===== src/rtl/core/mhid_pkg.sv =====
// Package for the binary min-heap: sizes, codes, payload and control types.
// Depends on nothing.
package mhid_pkg;
  localparam int HeapDepth = 16;
  localparam int ValueBits = 32;
  localparam int IdxBits = $clog2(HeapDepth);
  localparam int CntBits = $clog2(HeapDepth + 1);

  typedef logic [IdxBits-1:0] idx_t;
  typedef logic [CntBits-1:0] cnt_t;
  typedef logic signed [ValueBits-1:0] val_t;

  localparam logic ActInsert = 1'b0;
  localparam logic ActDelete = 1'b1;

  typedef enum logic [1:0] {
    ST_OK = 2'd0,
    ST_FULL = 2'd1,
    ST_NOT_FOUND = 2'd2
  } status_t;

  typedef struct packed {
    logic action;
    logic signed [31:0] item_value;
  } in_word_t;

  typedef struct packed {
    logic [1:0] status;
    logic [4:0] entry_count;
    logic signed [31:0] min_value;
    logic heap_empty;
  } out_word_t;

  typedef enum logic [3:0] {
    S_IDLE,
    S_INS,
    S_SRCH_RD,
    S_SRCH_CMP,
    S_DEL_A,
    S_DEL_B,
    S_NODE,
    S_RD_N,
    S_RD_L,
    S_RD_R,
    S_DECIDE,
    S_SWAP_A,
    S_ROOT,
    S_OUT
  } state_t;

  typedef enum logic [3:0] {
    C_NONE,
    C_LOAD,
    C_APPEND,
    C_SRCH_RD,
    C_SRCH_STEP,
    C_DEL_A,
    C_DEL_B,
    C_NODE_INIT,
    C_RD_N,
    C_RD_L,
    C_RD_R,
    C_SWAP_A,
    C_SWAP_B,
    C_NODE_NEXT,
    C_RD_ROOT,
    C_STATUS
  } cmd_t;

  typedef struct packed {
    cmd_t cmd;
    status_t status;
  } ctl_t;

  typedef struct packed {
    logic action;
    logic full;
    logic empty;
    logic match;
    logic srch_done;
    logic has_nodes;
    logic has_left;
    logic has_right;
    logic swap_needed;
    logic node_zero;
  } sts_t;
endpackage


===== src/rtl/core/mhid_datapath.sv =====
// Datapath for the binary min-heap: entry memory, count, pointers, compares.
// Depends on mhid_pkg.
module mhid_datapath (
  input  logic                clk,
  input  logic                rst_n,
  input  mhid_pkg::ctl_t      ctl,
  input  mhid_pkg::in_word_t  in_word,
  output mhid_pkg::sts_t      sts,
  output mhid_pkg::out_word_t res
);
  mhid_pkg::val_t mem [mhid_pkg::HeapDepth];
  mhid_pkg::val_t rd_r;
  mhid_pkg::cnt_t cnt_r, cnt_nxt;
  mhid_pkg::cnt_t ptr_r, ptr_nxt;
  mhid_pkg::cnt_t node_r, node_nxt;
  mhid_pkg::cnt_t best_r, best_nxt;
  mhid_pkg::val_t bval_r, bval_nxt, nval_r, nval_nxt;
  mhid_pkg::val_t key_r;
  logic act_r;
  logic rd_en;
  mhid_pkg::cnt_t rd_addr, wr_addr;
  logic wr_en;
  mhid_pkg::val_t wr_data;
  mhid_pkg::cnt_t lft, rgt;
  mhid_pkg::cnt_t best_cand;
  mhid_pkg::out_word_t res_r;

  assign lft = mhid_pkg::cnt_t'({node_r, 1'b1});
  assign rgt = mhid_pkg::cnt_t'({node_r, 1'b0}) + mhid_pkg::cnt_t'(2);
  assign best_cand = ((rgt < cnt_r) && (rd_r < bval_r)) ? rgt : best_r;

  always_comb begin
    rd_en = 1'b0;
    rd_addr = ptr_r;
    wr_en = 1'b0;
    wr_addr = ptr_r;
    wr_data = rd_r;
    cnt_nxt = cnt_r;
    ptr_nxt = ptr_r;
    node_nxt = node_r;
    best_nxt = best_r;
    bval_nxt = bval_r;
    nval_nxt = nval_r;
    case (ctl.cmd)
      mhid_pkg::C_LOAD: begin
        ptr_nxt = '0;
      end
      mhid_pkg::C_APPEND: begin
        wr_en = 1'b1;
        wr_addr = cnt_r;
        wr_data = key_r;
        cnt_nxt = cnt_r + mhid_pkg::cnt_t'(1);
      end
      mhid_pkg::C_SRCH_RD: begin
        rd_en = 1'b1;
      end
      mhid_pkg::C_SRCH_STEP: begin
        ptr_nxt = ptr_r + mhid_pkg::cnt_t'(1);
      end
      mhid_pkg::C_DEL_A: begin
        rd_en = 1'b1;
        rd_addr = cnt_r - mhid_pkg::cnt_t'(1);
      end
      mhid_pkg::C_DEL_B: begin
        wr_en = 1'b1;
        wr_addr = ptr_r;
        wr_data = rd_r;
        cnt_nxt = cnt_r - mhid_pkg::cnt_t'(1);
      end
      mhid_pkg::C_NODE_INIT: begin
        node_nxt = (cnt_r >> 1) - mhid_pkg::cnt_t'(1);
      end
      mhid_pkg::C_RD_N: begin
        rd_en = 1'b1;
        rd_addr = node_r;
      end
      mhid_pkg::C_RD_L: begin
        rd_en = 1'b1;
        rd_addr = lft;
        nval_nxt = rd_r;
        bval_nxt = rd_r;
        best_nxt = node_r;
      end
      mhid_pkg::C_RD_R: begin
        rd_en = 1'b1;
        rd_addr = rgt;
        if (rd_r < bval_r) begin
          bval_nxt = rd_r;
          best_nxt = lft;
        end
      end
      mhid_pkg::C_SWAP_A: begin
        if (sts.has_right && rd_r < bval_r) begin
          bval_nxt = rd_r;
          best_nxt = rgt;
        end
      end
      mhid_pkg::C_SWAP_B: begin
        wr_en = 1'b1;
        wr_addr = best_r;
        wr_data = nval_r;
        node_nxt = best_r;
      end
      mhid_pkg::C_NODE_NEXT: begin
        node_nxt = ptr_r - mhid_pkg::cnt_t'(1);
      end
      mhid_pkg::C_RD_ROOT: begin
        rd_en = 1'b1;
        rd_addr = '0;
      end
      default: begin
      end
    endcase
  end

  always_ff @(posedge clk) begin
    if (wr_en) begin
      mem[wr_addr[mhid_pkg::IdxBits-1:0]] <= wr_data;
    end
    if (rd_en) begin
      rd_r <= mem[rd_addr[mhid_pkg::IdxBits-1:0]];
    end
    if (ctl.cmd == mhid_pkg::C_SWAP_A && sts.swap_needed) begin
      mem[node_r[mhid_pkg::IdxBits-1:0]] <= bval_nxt;
    end
    if (ctl.cmd == mhid_pkg::C_LOAD) begin
      key_r <= in_word.item_value;
      act_r <= in_word.action;
    end
    if (ctl.cmd == mhid_pkg::C_NODE_INIT || ctl.cmd == mhid_pkg::C_NODE_NEXT) begin
      ptr_r <= node_nxt;
    end else begin
      ptr_r <= ptr_nxt;
    end
    node_r <= node_nxt;
    best_r <= best_nxt;
    bval_r <= bval_nxt;
    nval_r <= nval_nxt;
    if (ctl.cmd == mhid_pkg::C_STATUS) begin
      res_r.status <= ctl.status;
      res_r.entry_count <= 5'(cnt_r);
      res_r.min_value <= (cnt_r == '0) ? '0 : 32'(rd_r);
      res_r.heap_empty <= (cnt_r == '0);
    end
  end

  always_ff @(posedge clk) begin
    if (!rst_n) begin
      cnt_r <= '0;
    end else begin
      cnt_r <= cnt_nxt;
    end
  end

  always_comb begin
    sts.action = act_r;
    sts.full = (cnt_r >= mhid_pkg::cnt_t'(mhid_pkg::HeapDepth));
    sts.empty = (cnt_r == '0);
    sts.match = (rd_r == key_r);
    sts.srch_done = (ptr_r + mhid_pkg::cnt_t'(1) >= cnt_r);
    sts.has_nodes = (cnt_r >= mhid_pkg::cnt_t'(2));
    sts.has_left = (lft < cnt_r);
    sts.has_right = (rgt < cnt_r);
    sts.swap_needed = (best_cand != node_r);
    sts.node_zero = (ptr_r == '0);
  end

  assign res = res_r;
endmodule


===== src/rtl/core/mhid_ctrl.sv =====
// Controller for the binary min-heap: handshakes and the rebuild sequence.
// Depends on mhid_pkg.
module mhid_ctrl (
  input  logic           clk,
  input  logic           rst_n,
  input  logic           in_valid,
  output logic           in_ready,
  output logic           out_valid,
  input  logic           out_ready,
  input  mhid_pkg::sts_t sts,
  output mhid_pkg::ctl_t ctl
);
  mhid_pkg::state_t state_r, state_nxt;
  mhid_pkg::status_t stat_r, stat_nxt;
  logic ov_r, ov_nxt;

  always_ff @(posedge clk) begin
    if (!rst_n) begin
      state_r <= mhid_pkg::S_IDLE;
      stat_r <= mhid_pkg::ST_OK;
      ov_r <= 1'b0;
    end else begin
      state_r <= state_nxt;
      stat_r <= stat_nxt;
      ov_r <= ov_nxt;
    end
  end

  always_comb begin
    state_nxt = state_r;
    stat_nxt = stat_r;
    ov_nxt = ov_r;
    ctl.cmd = mhid_pkg::C_NONE;
    ctl.status = stat_r;
    in_ready = (state_r == mhid_pkg::S_IDLE);
    if (ov_r && out_ready) begin
      ov_nxt = 1'b0;
    end
    case (state_r)
      mhid_pkg::S_IDLE: begin
        if (in_valid && in_ready) begin
          ctl.cmd = mhid_pkg::C_LOAD;
          stat_nxt = mhid_pkg::ST_OK;
          state_nxt = mhid_pkg::S_INS;
        end
      end
      mhid_pkg::S_INS: begin
        if (sts.action == mhid_pkg::ActInsert) begin
          if (sts.full) begin
            stat_nxt = mhid_pkg::ST_FULL;
            state_nxt = mhid_pkg::S_ROOT;
          end else begin
            ctl.cmd = mhid_pkg::C_APPEND;
            state_nxt = mhid_pkg::S_NODE;
          end
        end else if (sts.empty) begin
          stat_nxt = mhid_pkg::ST_NOT_FOUND;
          state_nxt = mhid_pkg::S_ROOT;
        end else begin
          ctl.cmd = mhid_pkg::C_SRCH_RD;
          state_nxt = mhid_pkg::S_SRCH_CMP;
        end
      end
      mhid_pkg::S_SRCH_RD: begin
        ctl.cmd = mhid_pkg::C_SRCH_RD;
        state_nxt = mhid_pkg::S_SRCH_CMP;
      end
      mhid_pkg::S_SRCH_CMP: begin
        if (sts.match) begin
          state_nxt = mhid_pkg::S_DEL_A;
        end else if (sts.srch_done) begin
          stat_nxt = mhid_pkg::ST_NOT_FOUND;
          state_nxt = mhid_pkg::S_ROOT;
        end else begin
          ctl.cmd = mhid_pkg::C_SRCH_STEP;
          state_nxt = mhid_pkg::S_SRCH_RD;
        end
      end
      mhid_pkg::S_DEL_A: begin
        ctl.cmd = mhid_pkg::C_DEL_A;
        state_nxt = mhid_pkg::S_DEL_B;
      end
      mhid_pkg::S_DEL_B: begin
        ctl.cmd = mhid_pkg::C_DEL_B;
        state_nxt = mhid_pkg::S_NODE;
      end
      mhid_pkg::S_NODE: begin
        if (sts.has_nodes) begin
          ctl.cmd = mhid_pkg::C_NODE_INIT;
          state_nxt = mhid_pkg::S_RD_N;
        end else begin
          state_nxt = mhid_pkg::S_ROOT;
        end
      end
      mhid_pkg::S_RD_N: begin
        ctl.cmd = mhid_pkg::C_RD_N;
        state_nxt = mhid_pkg::S_RD_L;
      end
      mhid_pkg::S_RD_L: begin
        if (sts.has_left) begin
          ctl.cmd = mhid_pkg::C_RD_L;
          state_nxt = mhid_pkg::S_RD_R;
        end else if (sts.node_zero) begin
          state_nxt = mhid_pkg::S_ROOT;
        end else begin
          ctl.cmd = mhid_pkg::C_NODE_NEXT;
          state_nxt = mhid_pkg::S_RD_N;
        end
      end
      mhid_pkg::S_RD_R: begin
        ctl.cmd = mhid_pkg::C_RD_R;
        state_nxt = mhid_pkg::S_DECIDE;
      end
      mhid_pkg::S_DECIDE: begin
        ctl.cmd = mhid_pkg::C_SWAP_A;
        if (sts.swap_needed) begin
          state_nxt = mhid_pkg::S_SWAP_A;
        end else if (sts.node_zero) begin
          state_nxt = mhid_pkg::S_ROOT;
        end else begin
          state_nxt = mhid_pkg::S_SWAP_A;
        end
      end
      mhid_pkg::S_SWAP_A: begin
        if (sts.swap_needed) begin
          ctl.cmd = mhid_pkg::C_SWAP_B;
          state_nxt = mhid_pkg::S_RD_N;
        end else begin
          ctl.cmd = mhid_pkg::C_NODE_NEXT;
          state_nxt = mhid_pkg::S_RD_N;
        end
      end
      mhid_pkg::S_ROOT: begin
        ctl.cmd = mhid_pkg::C_RD_ROOT;
        state_nxt = mhid_pkg::S_OUT;
      end
      mhid_pkg::S_OUT: begin
        if (!ov_r || out_ready) begin
          ctl.cmd = mhid_pkg::C_STATUS;
          ov_nxt = 1'b1;
          state_nxt = mhid_pkg::S_IDLE;
        end
      end
      default: begin
        state_nxt = mhid_pkg::S_IDLE;
      end
    endcase
  end

  assign out_valid = ov_r;
endmodule


===== src/rtl/core/min_heap_insert_delete.sv =====
// Channel     | Ports                             | Word
// input       | in_valid, in_ready, in_word       | action, item_value
// result      | out_valid, out_ready, out_word    | status, count, min, empty
// An insert appends the item and then rebuilds the heap; a delete searches the entries
// in order from entry 0, moves the last entry into the matching slot and then rebuilds.
// The rebuild sifts down each node that has children, from the last such node to the root.
// An insert into a full heap or a delete that finds no match goes straight to the result.
// Reset clears the count and control; entries are not cleared.
// A new word is taken while a result waits; the next result holds until that one goes.
// Depends on mhid_pkg, mhid_ctrl and mhid_datapath.
module min_heap_insert_delete (
  input  logic                clk,
  input  logic                rst_n,
  input  logic                in_valid,
  output logic                in_ready,
  input  mhid_pkg::in_word_t  in_word,
  output logic                out_valid,
  input  logic                out_ready,
  output mhid_pkg::out_word_t out_word
);
  mhid_pkg::ctl_t ctl;
  mhid_pkg::sts_t sts;

  mhid_ctrl u_ctrl (
    .clk(clk), .rst_n(rst_n), .in_valid(in_valid), .in_ready(in_ready),
    .out_valid(out_valid), .out_ready(out_ready), .sts(sts), .ctl(ctl)
  );

  mhid_datapath u_dp (
    .clk(clk), .rst_n(rst_n), .ctl(ctl), .in_word(in_word), .sts(sts), .res(out_word)
  );
endmodule


===== config.mk =====
export PLATFORM = sky130hd
export DESIGN_NAME = min_heap_insert_delete
export DESIGN_NICKNAME = d
export VERILOG_FILES = /design/src/rtl/core/mhid_pkg.sv /design/src/rtl/core/mhid_datapath.sv /design/src/rtl/core/mhid_ctrl.sv /design/src/rtl/core/min_heap_insert_delete.sv
export SDC_FILE = /design/constraint.sdc
export NUM_CORES = 1
export LEC_CHECK = 0
export BUFFER_PORTS_ARGS = -buffer_cell sky130_fd_sc_hd__buf_2
export CAP_MARGIN = 20
export CORE_MARGIN = 2
export CORE_UTILIZATION = 28
export CTS_BUF_LIST = sky130_fd_sc_hd__clkbuf_8
export DETAILED_ROUTE_END_ITERATION = 10
export PLACE_DENSITY_LB_ADDON = 0.05
export SYNTH_ARGS = -nofsm -noshare
export SYNTH_HDL_FRONTEND = slang
export SYNTH_SLANG_ARGS = --single-unit

===== constraint.sdc =====
create_clock -name clk -period 8.65 [get_ports clk]
set_clock_uncertainty 0.15 [all_clocks]
set_input_delay 0.4325 -clock clk [delete_from_list [all_inputs] [get_ports clk]]
set_output_delay 0.4325 -clock clk [all_outputs]
set_load 0.01 [all_outputs]

==> flow_metrics.env, run 1 <==
export IMPL_crit_path_cell_trace="ha_1 > nand4_1 > nor4_1 > nand3_1 > a21oi_1 > nor4_1 > or4_1 > a21o_1 > a31oi_4 > buf_4 > o311a_1 > o2111ai_1 > a221o_1 > nor2_4 > buf_4"
export IMPL_drt_wl_total_um=102000
export IMPL_setup_tns_ns=0
export IMPL_critPathMaxStageDelay_ns=0.64
export IMPL_post_cts_buffers=0
export IMPL_clk_latency_ns=0.80
export IMPL_period_share=0.764
export IMPL_grtUsageTotal=0.183
export IMPL_die_area_sq_um=111000
export IMPL_drc=0
export IMPL_coreArea_sq_um=107000
export IMPL_yosysUniqueCellTypes=74
export IMPL_numCtsBuffers=136
export IMPL_synthesis_area_sq_um=30200
export IMPL_cts_path_max_buffers=3
export IMPL_slowest_stage="nor2_4"
export IMPL_setup_viol=0
export IMPL_synthCells=2060
export IMPL_period_minus_slack_ns=6.61
export IMPL_antenna_found_initial=13
export IMPL_filler_cell_count=10500
export IMPL_path_max_fanout=18
export IMPL_rows=120
export IMPL_start_util=0.282
export IMPL_critPathRequiredTime_ns=8.95
export IMPL_drt_iter0_drc=1388
export IMPL_report_final_slew_viol_count=0
export IMPL_grt_max_degree=133
export IMPL_final_cell_mix="edfxtp_1, mux2i_1, clkbuf_8"
export IMPL_tightest_slew_ns=1.09
export IMPL_clkSinkCount=708
export IMPL_synth_seq_cells=708
export IMPL_die_w_um=333
export IMPL_ys_seq_area_frac=0.687
export IMPL_run_status="completed"
export IMPL_slew_limit_headroom=0.273
export IMPL_dp_final_hpwl_um=66900
export IMPL_yosysTopAreaCellShare=0.655
export IMPL_hold_viol_final=0
export IMPL_firstDrtPassIters=5
export IMPL_area_growth_pct=17.8
export IMPL_hp_class="primary input to flip-flop"
export IMPL_avgSynthCellArea_sq_um=14.7
export IMPL_clkSlewWorstSetupHoldPaths_ns=0.06
export IMPL_overflow=0
export IMPL_grt_pass1_wl_um=144000
export IMPL_die_h_um=333
export IMPL_synth_edff_count=659
export IMPL_timing_max_cap_violations=0
export IMPL_synthDominantAreaCellType="edfxtp_1"
export IMPL_vias=18400
export IMPL_final_layout_size_suffix_gt1_frac=0.192
export IMPL_max_freq_ghz=0.151
export IMPL_synth_area_leaders="edfxtp_1, mux2i_1, dfxtp_1, a22oi_1, mux2_2"
export IMPL_wl_per_cell_um=27.1
export IMPL_grt_pass1_vias=18700
export IMPL_layout_commonest_cell="edfxtp_1"
export IMPL_crit_type="flip-flop to flip-flop"
export IMPL_routed_via_density=4.90
export IMPL_syn_num_nets=2147
export IMPL_cp_arrival_ns=6.91
export IMPL_ant_nets=0
export IMPL_ys_flop_type="edfxtp_1"
export IMPL_ios=79
export IMPL_cts_tree="built"
export IMPL_cp_end_kind="flip-flop"
export IMPL_place_gp_congestion=0.842
export IMPL_cts_root_buffer="clkbuf_8"
export IMPL_io_buffers=78
export IMPL_rsz0062_at_grt="false"
export IMPL_cts_htree_levels=4
export IMPL_startpoint_type="flip-flop"
export IMPL_synth_warnings=0
export IMPL_async_reset_ff_frac=0
export IMPL_fin_nets=2350
[state kept, by name (all words and copies together), names as in the netlist, 5 cells and up]
signal	flops
u_dp.node_r	5
u_dp.key_r	32
u_dp.res	40
u_dp.ptr_r	5
u_dp.nval_r	32
u_dp.best_r	5
u_dp.mem	512
u_dp.rd_r	32
u_dp.bval_r	32
u_dp.cnt_r	5
[repair_timing]
item                      in CTS  in global routing
hold endpoints to repair      45                  0
gates resized for setup        0                  0
hold buffers                  37                  0
[Yosys cell counts, types with 7 or more instances]
library cell	number
a21o_1	7
a21oi_1	101
a22oi_1	103
a31oi_1	34
and4_1	34
buf_1	13
buf_2	12
buf_4	7
buf_6	14
clkbuf_1	60
dfxtp_1	49
edfxtp_1	659
ha_1	50
inv_1	53
mux2_2	67
mux2i_1	199
nand2_1	114
nand2b_1	14
nand3_1	23
nand4_1	13
nor2_1	89
nor2b_1	42
nor3_1	15
o211ai_1	9
o21a_1	10
o21ai_0	123
xnor2_1	42
[routing by layer]
| layer | vias up | global-route usage | share of wire | wire, um |
|---|---|---|---|---|
| met1 | 9454 | 0.261 | 0.48 | 49200 |
| met2 | 444 | 0.289 | 0.46 | 46700 |
| met3 | 134 | 0.0312 | 0.042 | 4290 |
| met5 | - | 0 | 0 | 0 |
| met4 | 0 | 0.0469 | 0.018 | 1800 |
| li1 | 8399 | - | - | - |
[area by class of cell]
type	instances	area, sq um	area share
diodes	2	5.00	0.000141
clock buffers	144	1980	0.0557
clock inverters	90	472	0.0133
inverters	53	199	0.00559
multi-input cells	1185	8960	0.252
flip-flops and latches	708	20800	0.583
well taps	1403	1760	0.0493
repair buffers	179	1450	0.0408
[path summary, 6_finish.rpt]
kind                    startpoint             end  slack, ns  cells past startpoint
setup / recovery     u_dp.rd_r[31]  u_dp.mem[3][6]       2.04                     15
hold / removal          in_word[3]   u_dp.key_r[3]       0.21                      2
setup reg to reg     u_dp.rd_r[31]  u_dp.mem[3][6]       2.04                     15
hold reg to reg   u_ctrl.stat_r[0]    u_dp.res[38]       0.29                      0
[cell families after synthesis]
| logic type | synth area share |
|---|---|
| AO/OA/AOI/OAI | 0.0938 |
| XOR/XNOR | 0.0133 |
| adder cells (fa/ha/maj) | 0.0207 |
| buffers and inverters | 0.0296 |
| flip-flops | 0.687 |
| multiplexers | 0.0909 |
| AND/OR/NAND/NOR | 0.0646 |
[critical path: cells and delay by family, from the launching register on]
family                     cells  cell delay (ns)
and+or+nand+nor                6             2.31
AOI/OAI and AO/OA              6             2.05
buffers and inverters          2             0.76
DFF                            1             0.50
adders and majority gates      1             0.47
[metrics by stage]
stage | instance area [sq um] | util | cells | setup WS [ns] | hold slack [ns]
after floorplan | 30200 | - | 2060 | 1.54 | 0.253
after global placement | 32500 | 0.303 | 3472 | 1.94 | 0.294
after detailed placement | 32700 | 0.305 | 3484 | 1.98 | 0.273
after CTS | 35500 | 0.332 | 3755 | 1.92 | 0.118
after global routing | 35600 | 0.333 | 3764 | 1.74 | 0.145
final | 35600 | 0.333 | 3764 | 2.04 | 0.205
Power of run 1 is left out: the tool's default activity adds up to more than one toggle a clock period on the data nets, which glitch-free logic cannot reach.
==> run 2: changes to the inputs <==
ABC_AREA = 1   (was not set)
clock period = 6.6 ns   (was 8.65 ns; I/O delays follow)
==> run 2 against run 1 <==
  * Cell area increased by 11%
  * Critical endpoint is now u_dp.mem[4][31]
  * Fmax increased by 6.8%
  * Core utilization barely moved
  * Hold slack got worse by 0.12 ns
  * Die area up 11%
  * Critical path type unchanged
  * Flip-flop and latch count unchanged
  * Global-route usage grew 1.6 points
==> flow_metrics.env, run 2 <==
export IMPL_rsz0062_at_grt="false"
export IMPL_final_layout_size_suffix_gt1_frac=0.113
export IMPL_cp_end_kind="flip-flop"
export IMPL_synth_area_mux_share=0
export IMPL_vias=25100
export IMPL_clk_latency_ns=0.81
export IMPL_die_w_um=350
export IMPL_ant_nets=0
export IMPL_synth_most_common_cell="edfxtp_1"
export IMPL_path_max_fanout=44
export IMPL_grt_pass1_vias=24900
export IMPL_grtUsageMet1=0.290
export IMPL_peakVddDrop_mv=0.520
export IMPL_die_h_um=350
export IMPL_cts_htree_levels=4
export IMPL_fin_nets=3658
export IMPL_synth_top_family_by_area="simple AND/OR/NAND/NOR gates"
export IMPL_synth_edff_count=659
export IMPL_ios=79
export IMPL_numCtsBuffers=138
export IMPL_period_minus_slack_ns=6.19
export IMPL_grtUsageTotal=0.199
export IMPL_cp_arrival_ns=6.63
export IMPL_drt_iter0_drc=2090
export IMPL_start_util=0.283
export IMPL_syn_num_nets=3460
export IMPL_cts_root_buffer="clkbuf_8"
export IMPL_largest_reg_flops=512
export IMPL_grt_max_degree=76
export IMPL_synth_warnings=0
export IMPL_routed_via_density=4.82
export IMPL_timing_max_cap_violations=0
export IMPL_synthDominantAreaCellType="edfxtp_1"
export IMPL_final_cell_mix="inv_1, edfxtp_1, nand3_1"
export IMPL_met3_usage=0.0315
export IMPL_run_status="completed"
export IMPL_synth_xor_area_frac=0.00681
export IMPL_tightest_slew_ns=0.931
export IMPL_ys_flop_type="edfxtp_1"
export IMPL_powerDensity_nw_per_um2=566
export IMPL_layout_commonest_cell="inv_1"
export IMPL_coreArea_sq_um=118000
export IMPL_die_area_sq_um=122000
export IMPL_cts_tree="built"
export IMPL_leakagePower_nw=16.6
export IMPL_hold_depth=2
export IMPL_drc=0
export IMPL_busiest_layer="met2"
export IMPL_setup_tns_ns=0
export IMPL_synthesis_area_sq_um=33500
export IMPL_synth_area_leaders="edfxtp_1, nand3_1, inv_1, nand2_1, dfxtp_1"
export IMPL_yosys_area_share_simple=0.206
export IMPL_hp_class="primary input to flip-flop"
export IMPL_report_final_slew_viol_count=0
export IMPL_yosysTopAreaCellShare=0.592
export IMPL_io_buffers=78
export IMPL_synth_compound_area_frac=0.0521
export IMPL_hold_viol_final=0
export IMPL_slew_limit_headroom=0.373
export IMPL_drt_wl_total_um=122000
export IMPL_rows=126
export IMPL_cts_path_max_buffers=3
export IMPL_firstDrtPassIters=6
export IMPL_synthCells=3373
export IMPL_place_gp_congestion=0.834
export IMPL_grt_pass1_wl_um=178000
export IMPL_avgSynthCellArea_sq_um=9.92
export IMPL_finalPower_mw=22.3
export IMPL_max_freq_ghz=0.162
export IMPL_overflow=0
export IMPL_setup_viol=0
export IMPL_yosysUniqueCellTypes=43
export IMPL_dp_final_hpwl_um=76100
export IMPL_area_growth_pct=17.6
export IMPL_synth_seq_cells=708
export IMPL_reg2reg_depth=24
export IMPL_async_reset_ff_frac=0
export IMPL_grt_util_met2=0.302
export IMPL_clkSlewWorstSetupHoldPaths_ns=0.06
export IMPL_critPathRequiredTime_ns=7.04
export IMPL_synth_commonest_cells="edfxtp_1, nand3_1, inv_1, nand2_1, nor2_1"
export IMPL_crit_type="flip-flop to flip-flop"
export IMPL_wl_per_cell_um=23.3
export IMPL_antenna_found_initial=3
export IMPL_startpoint_type="flip-flop"
export IMPL_period_share=0.937
export IMPL_clkSinkCount=708
export IMPL_ys_seq_area_frac=0.621
export IMPL_synth_adder_area_share=0.0187
run 2: cell count changes in the layout (fill, tap and decap cells not counted), moves of 67 or more:
| cell | change |
|---|---|
| a22oi_1 | -101 |
| nand3_1 | +625 |
| o21ai_0 | -81 |
| inv_1 | +602 |
| mux2_2 | -67 |
| mux2i_1 | -199 |
| nand2_1 | +516 |
run 2: logic make-up (layout without fill, tap and decap cells):
family / count (synthesis) / after routing
compound gates: 259 / 259
xor+xnor: 26 / 26
fa+ha+maj: 50 / 50
buf+inv: 815 / 1122
flops: 708 / 708
other cells: 0 / 3
simple gates: 1515 / 1515
run 2: power breakdown:
group / switching (mW) / leakage [nW] / internal, mW
Sequential: 0.611 / 6.38 / 6.48
Clock: 2.01 / 1.52 / 2.21
Combinational: 8.12 / 8.65 / 2.85
Total: 10.7 / 16.6 / 11.5
run 2: layer usage:
| layer | up-vias | part of all wire |
|---|---|---|
| li1 | 11800 | - |
| met1 | 12400 | 0.48 |
| met2 | 748 | 0.44 |
| met3 | 177 | 0.055 |
| met4 | 0 | 0.024 |
| met5 | - | 0 |
run 2: final cells by class:
cell class                 count  area (sq um)
antenna                        3          7.51
clock buffer                 146          2010
clock inverter               103           582
fill                       12200         78900
inverter                     642          2410
multi-input combinational   1850          9690
sequential                   708         20800
tap                         1536          1920
timing repair buffer         231          1960
run 2: path summary, 6_finish.rpt:
check,slack [ns],start,to
hold / removal,0.09,in_word[28],u_dp.key_r[28]
hold reg to reg,0.29,u_ctrl.stat_r[0],u_dp.res[38]
setup reg to reg,0.41,u_dp.ptr_r[0],u_dp.mem[4][31]
setup / recovery,0.41,u_dp.ptr_r[0],u_dp.mem[4][31]
run 2: repair_timing:
item | 4_1_cts | 5_1_grt
endpoints found under the hold margin | 50 | 0
hold buffers | 40 | 0
buffers inserted | 0 | 5
setup endpoints to repair | 0 | 43
gates resized for setup | 0 | 1
run 2: metrics by stage:
step	instances	setup WS, ns	hold WS (ns)	util	cell area, sq um
after global placement	4920	0.420	0.266	0.307	36300
final	5219	0.414	0.0882	0.333	39300
after floorplan	3373	0.685	0.253	-	33500
after CTS	5210	0.377	0.000958	0.332	39300
after global routing	5218	0.0432	0.0342	0.333	39300
after detailed placement	4921	0.381	0.269	0.307	36300
run 2: worst max-delay path, stage by stage, from the launching register on:
cell       delay [ns]
edfxtp_1         0.52
ha_1             0.29
nand3_1          0.10
xor2_1           0.23
ha_1             0.30
nand2_1          0.08
inv_1            0.05
a221oi_1         0.26
and3_1           0.30
nand2_1          0.09
nor2_1           0.39
inv_1            0.21
o2111ai_1        0.16
a31oi_1          0.15
nand3_2          0.26
buf_4            0.42
inv_2            0.06
buf_4            0.33
nor2_2           0.16
buf_4            0.45
nand2_1          0.09
o2111ai_1        0.11
nand2_1          0.07
o21ai_1          0.30
buf_4            0.36
(Power assumes the default switching activity.)
==> run 3: changes to the inputs <==
SYNTH_HIERARCHICAL = 1   (was not set)
==> run 3 against run 2 <==
  * Hold slack got worse by 0.00076 ns
  * Die area shrank 6.1%
  * Core utilization is 0.93 points higher
  * Fmax up 1.5%
  * Non-clock buffer count rose by 49
  * Sequential share of layout area rose by 1.9 points
  * Register-to-register slack improved by 0.09 ns
  * Critical path depth grew 7
==> flow_metrics.env, run 3 <==
export IMPL_run_status="completed"
export IMPL_grtUsageTotal=0.181
export IMPL_timing_max_cap_violations=0
export IMPL_synth_warnings=6
export IMPL_rsz0062_at_grt="false"
export IMPL_report_final_slew_viol_count=0
export IMPL_io_buffers=78
export IMPL_critPathRequiredTime_ns=7.00
export IMPL_finalWorstSetupSlack_ns=0.506
export IMPL_cts_htree_levels=4
export IMPL_ys_seq_area_frac=0.662
export IMPL_slew_limit_headroom=0.294
export IMPL_synthDominantAreaCellType="edfxtp_1"
export IMPL_syn_num_nets=2742
export IMPL_area_growth_pct=21.0
export IMPL_grt_max_degree=91
export IMPL_antenna_found_initial=7
export IMPL_numCtsBuffers=136
export IMPL_cts_root_buffer="clkbuf_8"
export IMPL_cts_path_max_buffers=3
export IMPL_routed_via_density=4.91
export IMPL_synth_edff_count=659
export IMPL_rrSetupSlack_ns=0.51
export IMPL_startpoint_type="flip-flop"
export IMPL_setup_tns_ns=0
export IMPL_ios=79
export IMPL_coreArea_sq_um=111000
export IMPL_cp_arrival_ns=6.50
export IMPL_hold_viol_final=0
export IMPL_synth_most_common_cell="edfxtp_1"
export IMPL_firstDrtPassIters=5
export IMPL_die_area_sq_um=115000
export IMPL_yosysTopAreaCellShare=0.631
export IMPL_hp_class="primary input to flip-flop"
export IMPL_async_reset_ff_frac=0
export IMPL_tightest_slew_ns=1.06
export IMPL_crit_top_cell="nor2_1"
export IMPL_clkSinkCount=708
export IMPL_cp_end_kind="flip-flop"
export IMPL_period_minus_slack_ns=6.09
export IMPL_grt_pass1_wl_um=153000
export IMPL_fin_nets=3008
export IMPL_setup_viol=0
export IMPL_post_cts_buffers=0
export IMPL_post_place_ws_ns=0.527
export IMPL_clkSlewWorstSetupHoldPaths_ns=0.06
export IMPL_rows=122
export IMPL_critPathMaxStageDelay_ns=0.43
export IMPL_place_gp_congestion=0.862
export IMPL_slowest_stage="dfxtp_1"
export IMPL_synth_seq_cells=708
export IMPL_synthCells=2655
export IMPL_cts_tree="built"
export IMPL_crit_type="flip-flop to flip-flop"
export IMPL_clk_latency_ns=0.81
export IMPL_ys_flop_type="edfxtp_1"
export IMPL_path_max_fanout=26
export IMPL_grt_pass1_vias=22300
export IMPL_yosysUniqueCellTypes=51
export IMPL_vias=22200
export IMPL_layout_commonest_cell="edfxtp_1"
export IMPL_final_cell_mix="edfxtp_1, nor2_1, nand2_1"
export IMPL_ant_nets=0
export IMPL_synth_commonest_cells="edfxtp_1, nor2_1, nand2_1, o211ai_1, inv_1"
export IMPL_die_w_um=339
export IMPL_die_h_um=339
export IMPL_synth_area_leaders="edfxtp_1, o211ai_1, nor2_1, nand2_1, dfxtp_1"
export IMPL_drt_wl_total_um=105000
export IMPL_synthesis_area_sq_um=31400
export IMPL_avgSynthCellArea_sq_um=11.8
export IMPL_dp_final_hpwl_um=65200
export IMPL_start_util=0.283
export IMPL_drc=0
export IMPL_overflow=0
export IMPL_drt_iter0_drc=1637
export IMPL_wl_per_cell_um=23.2
export IMPL_largest_reg_flops=512
export IMPL_period_share=0.923
export IMPL_max_freq_ghz=0.164
export IMPL_final_layout_size_suffix_gt1_frac=0.204
## run 3: path summary, 6_finish.rpt
path | depth (start not counted) | endpoint | startpoint
max | 31 | u_dp/rd_r[9] | u_dp/node_r[0]
min | 2 | u_dp/key_r[2] | in_word[2]
max reg2reg | 31 | u_dp/rd_r[9] | u_dp/node_r[0]
min reg2reg | 0 | u_dp/res[38] | u_ctrl/stat_r[0]
## run 3: critical path: cells and delay by family, from the launching register on
family,cells,cell delay [ns]
compound gates,7,1.61
xor+xnor,1,0.32
flops,1,0.43
fa+ha+maj,2,0.56
buf+inv,7,1.08
simple gates,14,1.63
## run 3: logic make-up after synthesis
family	count (synthesis)	share of synthesized area
compound gates	668	0.145
fa+ha+maj	50	0.0199
xor+xnor	30	0.00837
buf+inv	342	0.0420
flops	708	0.662
simple gates	857	0.123
## run 3: timing repair
action | in CTS | in global routing
endpoints found under the hold margin | 45 | 0
gates resized for setup | 0 | 0
hold buffers | 38 | 0
## run 3: layout make-up
cell class	instances	area, sq um
tap	1488	1860
fill	11000	73000
antenna	2	5.00
clock inverter	102	583
timing repair buffer	280	2590
sequential	708	20800
inverter	190	723
clock buffer	141	1940
multi-input combinational	1605	9490
## run 3: per-layer routing
| metal | wire, um | GRT usage | part of all wire |
|---|---|---|---|
| met1 | 48800 | 0.247 | 0.47 |
| met2 | 48800 | 0.293 | 0.46 |
| met3 | 4490 | 0.0280 | 0.043 |
| met4 | 2840 | 0.0623 | 0.027 |
| met5 | 0 | 0 | 0 |
## run 3: through the flow
step,util,hold WS (ns),instances,area (sq um)
6_report,0.342,0.0875,4516,38000
5_1_grt,0.342,0.0471,4516,38000
4_1_cts,0.342,0.00394,4514,38000
3_5_place_dp,0.316,0.295,4233,35100
3_3_place_gp,0.316,0.279,4233,35100
2_1_floorplan,-,0.256,2655,31400
Power of run 3 is left out for the same reason.
